<file path="config.mk">
export PLATFORM = sky130hd
export DESIGN_NAME = response_stream_deframer_flat
export DESIGN_NICKNAME = d
export VERILOG_FILES = /design/src/rtl/core/rsd_pkg.sv /design/src/rtl/core/rsd_req_if.sv /design/src/rtl/core/rsd_rsp_if.sv /design/src/rtl/core/response_stream_deframer.sv /design/src/flat_wrapper.sv
export SDC_FILE = /design/constraint.sdc
export NUM_CORES = 1
export LEC_CHECK = 0
export BUFFER_PORTS_ARGS = -buffer_cell sky130_fd_sc_hd__clkbuf_2
export CAP_MARGIN = 40
export CORE_ASPECT_RATIO = 1.5
export CORE_MARGIN = 8
export CORE_UTILIZATION = 25
export DETAILED_ROUTE_END_ITERATION = 8
export PLACE_DENSITY_LB_ADDON = 0.25
export SYNTH_ARGS = -nofsm -noshare
export SYNTH_HDL_FRONTEND = slang
export SYNTH_SLANG_ARGS = --single-unit
</file>
<file path="constraint.sdc">
create_clock -name clk -period 19.7 [get_ports clk]
set_input_delay 5.91 -clock clk [delete_from_list [all_inputs] [get_ports clk]]
set_output_delay 5.91 -clock clk [all_outputs]
set_load 0.01 [all_outputs]
</file>
<file path="src/rtl/core/rsd_pkg.sv">
// ----------------------------------------------------------------------------
// rsd_pkg
// Shared types and constants for the response stream deframer.
// ----------------------------------------------------------------------------
`default_nettype none

package rsd_pkg;

	// counter width of the success, error and completion counters
	localparam int COUNT_WIDTH = 48;

	// widths of the result fields as seen on the ports
	localparam int STATUS_W = 16;
	localparam int LENGTH_W = 32;
	localparam int TOTAL_W  = 48;
	localparam int FILL_W   = 5;

	localparam logic [7:0] RESP_MAGIC = 8'h81;
	localparam int HEADER_BYTES = 24;

	// header byte positions
	localparam logic [FILL_W-1:0] POS_MAGIC     = FILL_W'(0);
	localparam logic [FILL_W-1:0] POS_STATUS_HI = FILL_W'(6);
	localparam logic [FILL_W-1:0] POS_STATUS_LO = FILL_W'(7);
	localparam logic [FILL_W-1:0] POS_LEN_B3    = FILL_W'(8);
	localparam logic [FILL_W-1:0] POS_LEN_B2    = FILL_W'(9);
	localparam logic [FILL_W-1:0] POS_LEN_B1    = FILL_W'(10);
	localparam logic [FILL_W-1:0] POS_LEN_B0    = FILL_W'(11);
	localparam logic [FILL_W-1:0] POS_LAST      = FILL_W'(HEADER_BYTES - 1);

	// opcodes
	localparam logic OP_BYTE = 1'b0;
	localparam logic OP_TAKE = 1'b1;

	typedef enum logic [1:0] {
		KIND_HEADER = 2'd0,
		KIND_DESYNC = 2'd1,
		KIND_REPORT = 2'd2
	} result_kind_t;

	typedef struct packed {
		result_kind_t         result_kind;
		logic [STATUS_W-1:0]  status;
		logic [LENGTH_W-1:0]  body_length;
		logic                 success;
		logic [TOTAL_W-1:0]   ops_total;
		logic [TOTAL_W-1:0]   error_total;
		logic [TOTAL_W-1:0]   completed_count;
	} result_t;

endpackage

`default_nettype wire

</file>
<file path="src/rtl/core/rsd_req_if.sv">
// ----------------------------------------------------------------------------
// rsd_req_if
// Input channel of the deframer: one stream byte or a take request per word.
// ----------------------------------------------------------------------------
`default_nettype none

interface rsd_req_if;
	logic       valid;
	logic       ready;
	logic       opcode;
	logic [7:0] stream_byte;

	modport source (output valid, output opcode, output stream_byte, input ready);
	modport sink   (input valid, input opcode, input stream_byte, output ready);
endinterface

`default_nettype wire

</file>
<file path="src/rtl/core/rsd_rsp_if.sv">
// ----------------------------------------------------------------------------
// rsd_rsp_if
// Result channel of the deframer: one parsed header, desync or report per word.
// ----------------------------------------------------------------------------
`default_nettype none

interface rsd_rsp_if import rsd_pkg::*; ();
	logic                valid;
	logic                ready;
	logic [1:0]          result_kind;
	logic [STATUS_W-1:0] status;
	logic [LENGTH_W-1:0] body_length;
	logic                success;
	logic [TOTAL_W-1:0]  ops_total;
	logic [TOTAL_W-1:0]  error_total;
	logic [TOTAL_W-1:0]  completed_count;

	modport source (
		output valid, output result_kind, output status, output body_length,
		output success, output ops_total, output error_total, output completed_count,
		input ready
	);
	modport sink (
		input valid, input result_kind, input status, input body_length,
		input success, input ops_total, input error_total, input completed_count,
		output ready
	);
endinterface

`default_nettype wire

</file>
<file path="src/rtl/core/response_stream_deframer.sv">
// ----------------------------------------------------------------------------
// response_stream_deframer
// Parses a binary key-value response stream byte by byte and reports headers.
// ----------------------------------------------------------------------------
// Takes one word per clock cycle while req.ready is high, stream bytes and
// take requests alike. The whole parser state (header position, held
// status and length, body skip count, counters, desync flag) updates in
// the accepting cycle; its result is registered into the output buffer. A
// two-entry output buffer (output register plus skid register) lets input
// keep flowing for one result while the sink stalls; req.ready drops only
// when both entries hold results. Headers are 24 bytes with magic 0x81; the
// body that follows is skipped by count. A header with another magic emits a
// desync word and every later stream byte is dropped until reset.
// ----------------------------------------------------------------------------
`default_nettype none

module response_stream_deframer import rsd_pkg::*; (
	input  wire        clk,
	input  wire        arst_n,
	rsd_req_if.sink    req,
	rsd_rsp_if.source  rsp
);

	// parser state
	logic [FILL_W-1:0]      fill_q,      fill_nxt;
	logic [7:0]             magic_q,     magic_nxt;
	logic [STATUS_W-1:0]    status_q,    status_nxt;
	logic [LENGTH_W-1:0]    length_q,    length_nxt;
	logic [LENGTH_W-1:0]    body_left_q, body_left_nxt;
	logic [COUNT_WIDTH-1:0] ok_q,        ok_nxt;
	logic [COUNT_WIDTH-1:0] fail_q,      fail_nxt;
	logic [COUNT_WIDTH-1:0] done_q,      done_nxt;
	logic                   desync_q,    desync_nxt;

	// output buffer
	result_t out_q, skid_q, res;
	logic    out_valid_q, skid_valid_q;
	logic    has_res, accept, taken;

	function automatic logic [COUNT_WIDTH-1:0] sat_inc(input logic [COUNT_WIDTH-1:0] v);
		logic [COUNT_WIDTH-1:0] r;
		r = (v == '1) ? v : v + COUNT_WIDTH'(1);
		return r;
	endfunction

	assign req.ready = !skid_valid_q;
	assign accept    = req.valid && req.ready;
	assign taken     = out_valid_q && rsp.ready;

	always_comb begin
		fill_nxt      = fill_q;
		magic_nxt     = magic_q;
		status_nxt    = status_q;
		length_nxt    = length_q;
		body_left_nxt = body_left_q;
		ok_nxt        = ok_q;
		fail_nxt      = fail_q;
		done_nxt      = done_q;
		desync_nxt    = desync_q;
		has_res       = 1'b0;
		res           = '0;
		res.result_kind = KIND_HEADER;

		if (req.opcode == OP_TAKE) begin
			done_nxt            = '0;
			has_res             = 1'b1;
			res.result_kind     = KIND_REPORT;
			res.completed_count = TOTAL_W'(done_q);
		end else if (!desync_q) begin
			if (body_left_q != '0) begin
				body_left_nxt = body_left_q - LENGTH_W'(1);
			end else begin
				case (fill_q)
					POS_MAGIC:     magic_nxt         = req.stream_byte;
					POS_STATUS_HI: status_nxt[15:8]  = req.stream_byte;
					POS_STATUS_LO: status_nxt[7:0]   = req.stream_byte;
					POS_LEN_B3:    length_nxt[31:24] = req.stream_byte;
					POS_LEN_B2:    length_nxt[23:16] = req.stream_byte;
					POS_LEN_B1:    length_nxt[15:8]  = req.stream_byte;
					POS_LEN_B0:    length_nxt[7:0]   = req.stream_byte;
					default: ;
				endcase
				if (fill_q == POS_LAST) begin
					fill_nxt = '0;
					has_res  = 1'b1;
					// magic, status and length were all taken by earlier bytes
					if (magic_q != RESP_MAGIC) begin
						desync_nxt      = 1'b1;
						res.result_kind = KIND_DESYNC;
					end else begin
						body_left_nxt = length_q;
						if (status_q == '0)
							ok_nxt = sat_inc(ok_q);
						else
							fail_nxt = sat_inc(fail_q);
						done_nxt        = sat_inc(done_q);
						res.status      = status_q;
						res.body_length = length_q;
						res.success     = (status_q == '0);
					end
				end else begin
					fill_nxt = fill_q + FILL_W'(1);
				end
			end
		end

		res.ops_total   = TOTAL_W'(ok_nxt);
		res.error_total = TOTAL_W'(fail_nxt);
	end

	always_ff @(posedge clk or negedge arst_n) begin
		if (!arst_n) begin
			fill_q      <= '0;
			magic_q     <= '0;
			status_q    <= '0;
			length_q    <= '0;
			body_left_q <= '0;
			ok_q        <= '0;
			fail_q      <= '0;
			done_q      <= '0;
			desync_q    <= 1'b0;
		end else if (accept) begin
			fill_q      <= fill_nxt;
			magic_q     <= magic_nxt;
			status_q    <= status_nxt;
			length_q    <= length_nxt;
			body_left_q <= body_left_nxt;
			ok_q        <= ok_nxt;
			fail_q      <= fail_nxt;
			done_q      <= done_nxt;
			desync_q    <= desync_nxt;
		end
	end

	always_ff @(posedge clk or negedge arst_n) begin
		if (!arst_n) begin
			out_valid_q  <= 1'b0;
			skid_valid_q <= 1'b0;
		end else begin
			if (skid_valid_q) begin
				// input is held off while the skid entry is full
				if (taken) begin
					out_valid_q  <= 1'b1;
					skid_valid_q <= 1'b0;
				end
			end else if (accept && has_res) begin
				if (!out_valid_q || taken)
					out_valid_q <= 1'b1;
				else
					skid_valid_q <= 1'b1;
			end else if (taken) begin
				out_valid_q <= 1'b0;
			end
		end
	end

	always_ff @(posedge clk) begin
		if (skid_valid_q) begin
			if (taken)
				out_q <= skid_q;
		end else if (accept && has_res) begin
			if (!out_valid_q || taken)
				out_q <= res;
			else
				skid_q <= res;
		end
	end

	assign rsp.valid           = out_valid_q;
	assign rsp.result_kind     = out_q.result_kind;
	assign rsp.status          = out_q.status;
	assign rsp.body_length     = out_q.body_length;
	assign rsp.success         = out_q.success;
	assign rsp.ops_total       = out_q.ops_total;
	assign rsp.error_total     = out_q.error_total;
	assign rsp.completed_count = out_q.completed_count;

endmodule

`default_nettype wire

</file>
<file path="src/flat_wrapper.sv">
// flat-port wrapper written by rule: the top's interface ports become plain ports
module response_stream_deframer_flat import rsd_pkg::*;
  (clk, arst_n, req_valid, req_opcode, req_stream_byte, req_ready, rsp_valid, rsp_result_kind, rsp_status, rsp_body_length, rsp_success, rsp_ops_total, rsp_error_total, rsp_completed_count, rsp_ready);
  rsd_req_if req_i ();
  rsd_rsp_if rsp_i ();
  input  wire clk;
  input  wire arst_n;
  input wire logic [$bits(req_i.valid)-1:0] req_valid;
  input wire logic [$bits(req_i.opcode)-1:0] req_opcode;
  input wire logic [$bits(req_i.stream_byte)-1:0] req_stream_byte;
  output wire logic [$bits(req_i.ready)-1:0] req_ready;
  output wire logic [$bits(rsp_i.valid)-1:0] rsp_valid;
  output wire logic [$bits(rsp_i.result_kind)-1:0] rsp_result_kind;
  output wire logic [$bits(rsp_i.status)-1:0] rsp_status;
  output wire logic [$bits(rsp_i.body_length)-1:0] rsp_body_length;
  output wire logic [$bits(rsp_i.success)-1:0] rsp_success;
  output wire logic [$bits(rsp_i.ops_total)-1:0] rsp_ops_total;
  output wire logic [$bits(rsp_i.error_total)-1:0] rsp_error_total;
  output wire logic [$bits(rsp_i.completed_count)-1:0] rsp_completed_count;
  input wire logic [$bits(rsp_i.ready)-1:0] rsp_ready;
  assign req_i.valid = req_valid;
  assign req_i.opcode = req_opcode;
  assign req_i.stream_byte = req_stream_byte;
  assign req_ready = req_i.ready;
  assign rsp_valid = rsp_i.valid;
  assign rsp_result_kind = rsp_i.result_kind;
  assign rsp_status = rsp_i.status;
  assign rsp_body_length = rsp_i.body_length;
  assign rsp_success = rsp_i.success;
  assign rsp_ops_total = rsp_i.ops_total;
  assign rsp_error_total = rsp_i.error_total;
  assign rsp_completed_count = rsp_i.completed_count;
  assign rsp_i.ready = rsp_ready;
  response_stream_deframer u_core (.clk(clk), .arst_n(arst_n), .req(req_i), .rsp(rsp_i));
endmodule
</file>
; After elaboration in Yosys (flattened, before gate mapping)
; Index checks and enable logic that the tools add are counted.
[op_classes]
muxes = 53
n_eq_ne = 18
reduce_logical = 28
addsub = 5
bitwise = 5
[op_table]
columns = cell, count
row1 = $mux 48, 21
row2 = $mux 195, 4
row3 = $mux 51, 3
row4 = $add 48x1->48 const B, 3
row5 = $eq 48x48->1 const B, 3
row6 = $mux 49, 2
row7 = $mux 32, 3
row8 = $reduce_and 5->1, 8
row9 = $reduce_bool 32->1, 1
row10 = $sub 32x1->32 const B, 1
row11 = $eq 5x4->1 const B, 4
row12 = $mux 1, 18
row13 = $logic_not 16->1, 1
row14 = $eq 5x3->1 const B, 2
row15 = $ne 2x2->1 const B, 5
row16 = $reduce_bool 2->1, 5
row17 = $reduce_and 3->1, 3
row18 = $ne 8x8->1 const B, 1
row19 = $reduce_and 6->1, 1
row20 = $add 5x1->5 const B, 1
row21 = $eq 5x5->1 const B, 1
row22 = $logic_not 5->1, 1
row23 = $mux 5, 1
row24 = $not 1->1, 5
row25 = other kinds (8), 11
[totals]
inputBits = 13
word_cells = 138
ff_bits = 630
output_inout_bits = 197

; Longest topological paths before layout
[logic_depth]
depth_word = 11
ltp_mapped = 11
mapped_depth_nobuf = 8

; Worst setup path after synthesis
; No wires, ideal clock.
[synth_path]
path_type = input to register
startpoint = in req_opcode
endpoint = reg u_core.skid_q[0] (netlist name) (enable)
path_stages = 5
n_path_buf = 1
slack_ns = -2.079
required_time_ns = 18.672
t_arrival_ns = 20.751
setup_ns = 1.028
cell_sequence = clkbuf_1 clkinv_1 o31ai_1 nand2_1 nor3b_1
[synth_between]
elab_chain_cells = 3
[synth_rtl]
columns = element, line_no
row1 = from (decl), flat_wrapper.sv:9  ; input wire logic [$bits(req_i.opcode)-1:0] req_opcode;
row2 = $mux 1, response_stream_deframer.sv:64  ; if (req.opcode == OP_TAKE) begin
row3 = $logic_and 1x1->1, response_stream_deframer.sv:161  ; end else if (accept && has_res) begin
row4 = $reduce_and 3->1 (no source line), --
row5 = to (signal assigned), response_stream_deframer.sv:165  ; skid_q <= res;
row6 = to (decl), response_stream_deframer.sv:36  ; result_t out_q, skid_q, res;
; Every way passes these cells.
; A chain may end at the register's enable or synchronous reset.

; Final worst setup path
[layout_path]
startpoint = in req_opcode
endpoint = reg u_core.skid_q[161] (netlist name) (enable)
; Same word-level chain as after synthesis.

==> impl_metrics.ini <==
[clock_tree]
tritoncts = done
cts_setup_buffers = 0
cts-buffers-inserted = 70
clk_latency_ns = 0.65
clock-sinks = 630
cts_hold_buf = 0
cts_max_path_buffers = 3
root_buffer = clkbuf_16
htreeDepth = 3
cts_resized = 0
path_clk_slew_ns = 0.06

[grt]
grt_max_degree = 136
grt.total_usage = 0.1326
grt_pass1_vias = 20420
grt-ovfl-total = 0
antenna_found_initial = 5
grt_pass1_wl_mm = 130.5

[die]
initial_core_util = 0.2518
fp.dieW_um = 294.9
placementRows = 153
pin_count = 210
dieArea_um2 = 128100
die_y_um = 434.3
core_um2 = 115800

[timing]
fin_crit_sh = 0.4457
fin_tns_setup_ns = 0
fin_skew_ns = 0.03121
min_period_ns = 8.780
tightest_slew_ns = 0.8662
rsz0062_at_grt = no
max_clock_freq_mhz = 113.9
finalHoldViolCount = 0
slew_viol_final = 0
setup_viol = 0
relSlewSlack = 0.4225

[cells_and_area]
final_nets = 2667
multi_input_area_um2 = 10820
regArea_um2 = 17720
layout_common_cells = edfxtp_1, dfrtp_1, nand2_1
fillers = 11860
layout-drive-gt1-share = 0.2107
mostFrequentLayoutCell = edfxtp_1
area_growth_pct = 17.65

[power]
power.total_mw = 3.666
vdd_ir_drop_max_mv = 0.06145
p_leak_nw = 13.26
powerDensity_nw_per_um2 = 106.8

[synthesis]
synth_simple_gate_area_frac = 0.1823
synth_top_area_share = 0.4016
synthTopCellsByArea = edfxtp_1, dfrtp_1, mux2_2
synthesis.area_um2 = 29160
synthXorXnorAreaFrac = 0.04355
synth_top_family_by_area = simple AND/OR/NAND/NOR gates
synth_seq_cells = 630
ys_seq_area_frac = 0.6075
syn_nets = 2482
yosys_warnings = 0
synth_edf_count = 390
synth_cell_type_count = 70
synthMuxAreaShare = 0.07212
synthAdderAreaFrac = 0.003861
synth_compound_area_frac = 0.06783
synth_area_leader_cell = edfxtp_1
avgSynthCellArea_um2 = 11.85
syn_inst = 2460
synth_ff_type = edfxtp_1
synthArstFlopShare = 0.3810

[routing]
routed_wl_mm = 85.93
antenna_left = 0
first_pass_iters = 7
drc_errors = 0
vias = 20090
wl_per_cell_um = 20.20
vias_per_cell = 4.721
drt_iter0_markers = 1201

[hold_path]
hold_class = reg2reg

[setup_path]
end_kind = flop
cp_max_fo = 135
cp_data_arrival_time_ns = 9.10
crit_path_max_incr_delay_ns = 0.62
cp.required_ns = 20.02
worst-setup-path-type = in2reg
crit_path_top_delay_cell = buf_12
cp_cell_sequence = clkbuf_2, buf_4, clkinv_1, o31ai_1, nand2_1, nor3b_4, buf_12, buf_4, buf_12
cp-start-kind = primary input

[place]
portBuffers = 209
post-dp-hpwl_mm = 59.02
gp_routability_congestion = 0.8362

[flow_run]
drv_cap = 0

[outcome]
outcome = completed
==> where the power goes <==
part           internal [mW]  total [mW]  switching, mW
combinational          0.231       0.656          0.425
sequential              1.62        1.70         0.0831
clock                  0.746        1.31          0.562
total                   2.60        3.67           1.07
==> per-layer routing <==
| metal | up-vias | routed length [µm] | GRT usage |
|---|---|---|---|
| met1 | 9944 | 37690 | 0.1662 |
| li1 | 9591 | - | - |
| met4 | 0 | 2756 | 0.04921 |
| met2 | 432 | 41140 | 0.2221 |
| met5 | - | 0 | 0 |
| met3 | 121 | 4347 | 0.03008 |
==> cell families after synthesis <==
family          after synthesis
buf+inv                     172
fa+ha+maj                     9
flops                       630
compound gates              330
simple gates                987
xor+xnor                    145
mux                         187
==> through the flow <==
step	worst slack, ns	cell area (µm²)	util	hold slack, ns	cells
after floorplan	2.744	29170	-	0.4628	2460
after global placement	10.08	31920	0.2756	0.4870	4115
after detailed placement	10.12	32060	0.2768	0.4905	4123
after CTS	10.83	34300	0.2961	0.5044	4251
after global routing	10.69	34300	0.2962	0.5289	4252
final	10.92	34310	0.2962	0.5044	4255
==> cell type report <==
class	instances	area share
clock buffer	97	0.05638
timing repair buffer	248	0.04179
clock inverter	31	0.008971
antenna	4	0.0002917
sequential	630	0.5164
tap	1550	0.05653
multi-input combinational	1658	0.3153
inverter	37	0.004267
==> critical path: cells and delay by family <==
family	cells	cell delay, ns
simple gates	2	0.44
compound gates	1	0.22
buf+inv	6	2.45
==> state kept, by name (all words and copies together), names as in the netlist, 48 cells and up <==
signal                      count
u_core.fail_q                  48
u_core.rsp.ops_total           48
u_core.rsp.completed_count     48
u_core.done_q                  48
u_core.skid_q                 195
u_core.ok_q                    48
u_core.rsp.error_total         48
==> path summary, 6_finish.rpt <==
check / to / slack [ns] / depth (start not counted) / startpoint
worst max register to register: u_core.skid_q[161]$_DFFE_PP_ / 15.27 / 9 / u_core.body_left_q[4]$_DFFE_PN0P_
worst max-delay path: u_core.skid_q[161]$_DFFE_PP_ / 10.92 / 9 / req_opcode
min in group asynchronous: u_core.done_q[16]$_DFFE_PN0P_ / 5.29 / 1 / arst_n
worst min register to register: u_core.body_left_q[7]$_DFFE_PN0P_ / 0.50 / 2 / u_core.body_left_q[7]$_DFFE_PN0P_
worst min-delay path: u_core.body_left_q[7]$_DFFE_PN0P_ / 0.50 / 2 / u_core.body_left_q[7]$_DFFE_PN0P_
max in group asynchronous: u_core.length_q[16]$_DFFE_PN0P_ / 11.63 / 4 / arst_n
==> synth_stat cells (71+ instances only) <==
cell / instances
a21oi_1: 93
and3_1: 76
clkbuf_1: 115
dfrtp_1: 240
edfxtp_1: 390
mux2_2: 185
nand2_1: 219
nand3_1: 105
nand4_1: 71
nor2_1: 148
nor3_1: 71
o21ai_0: 105
or3_1: 71
xnor2_1: 81
No activity file was read; power rests on OpenSTA's default activity.
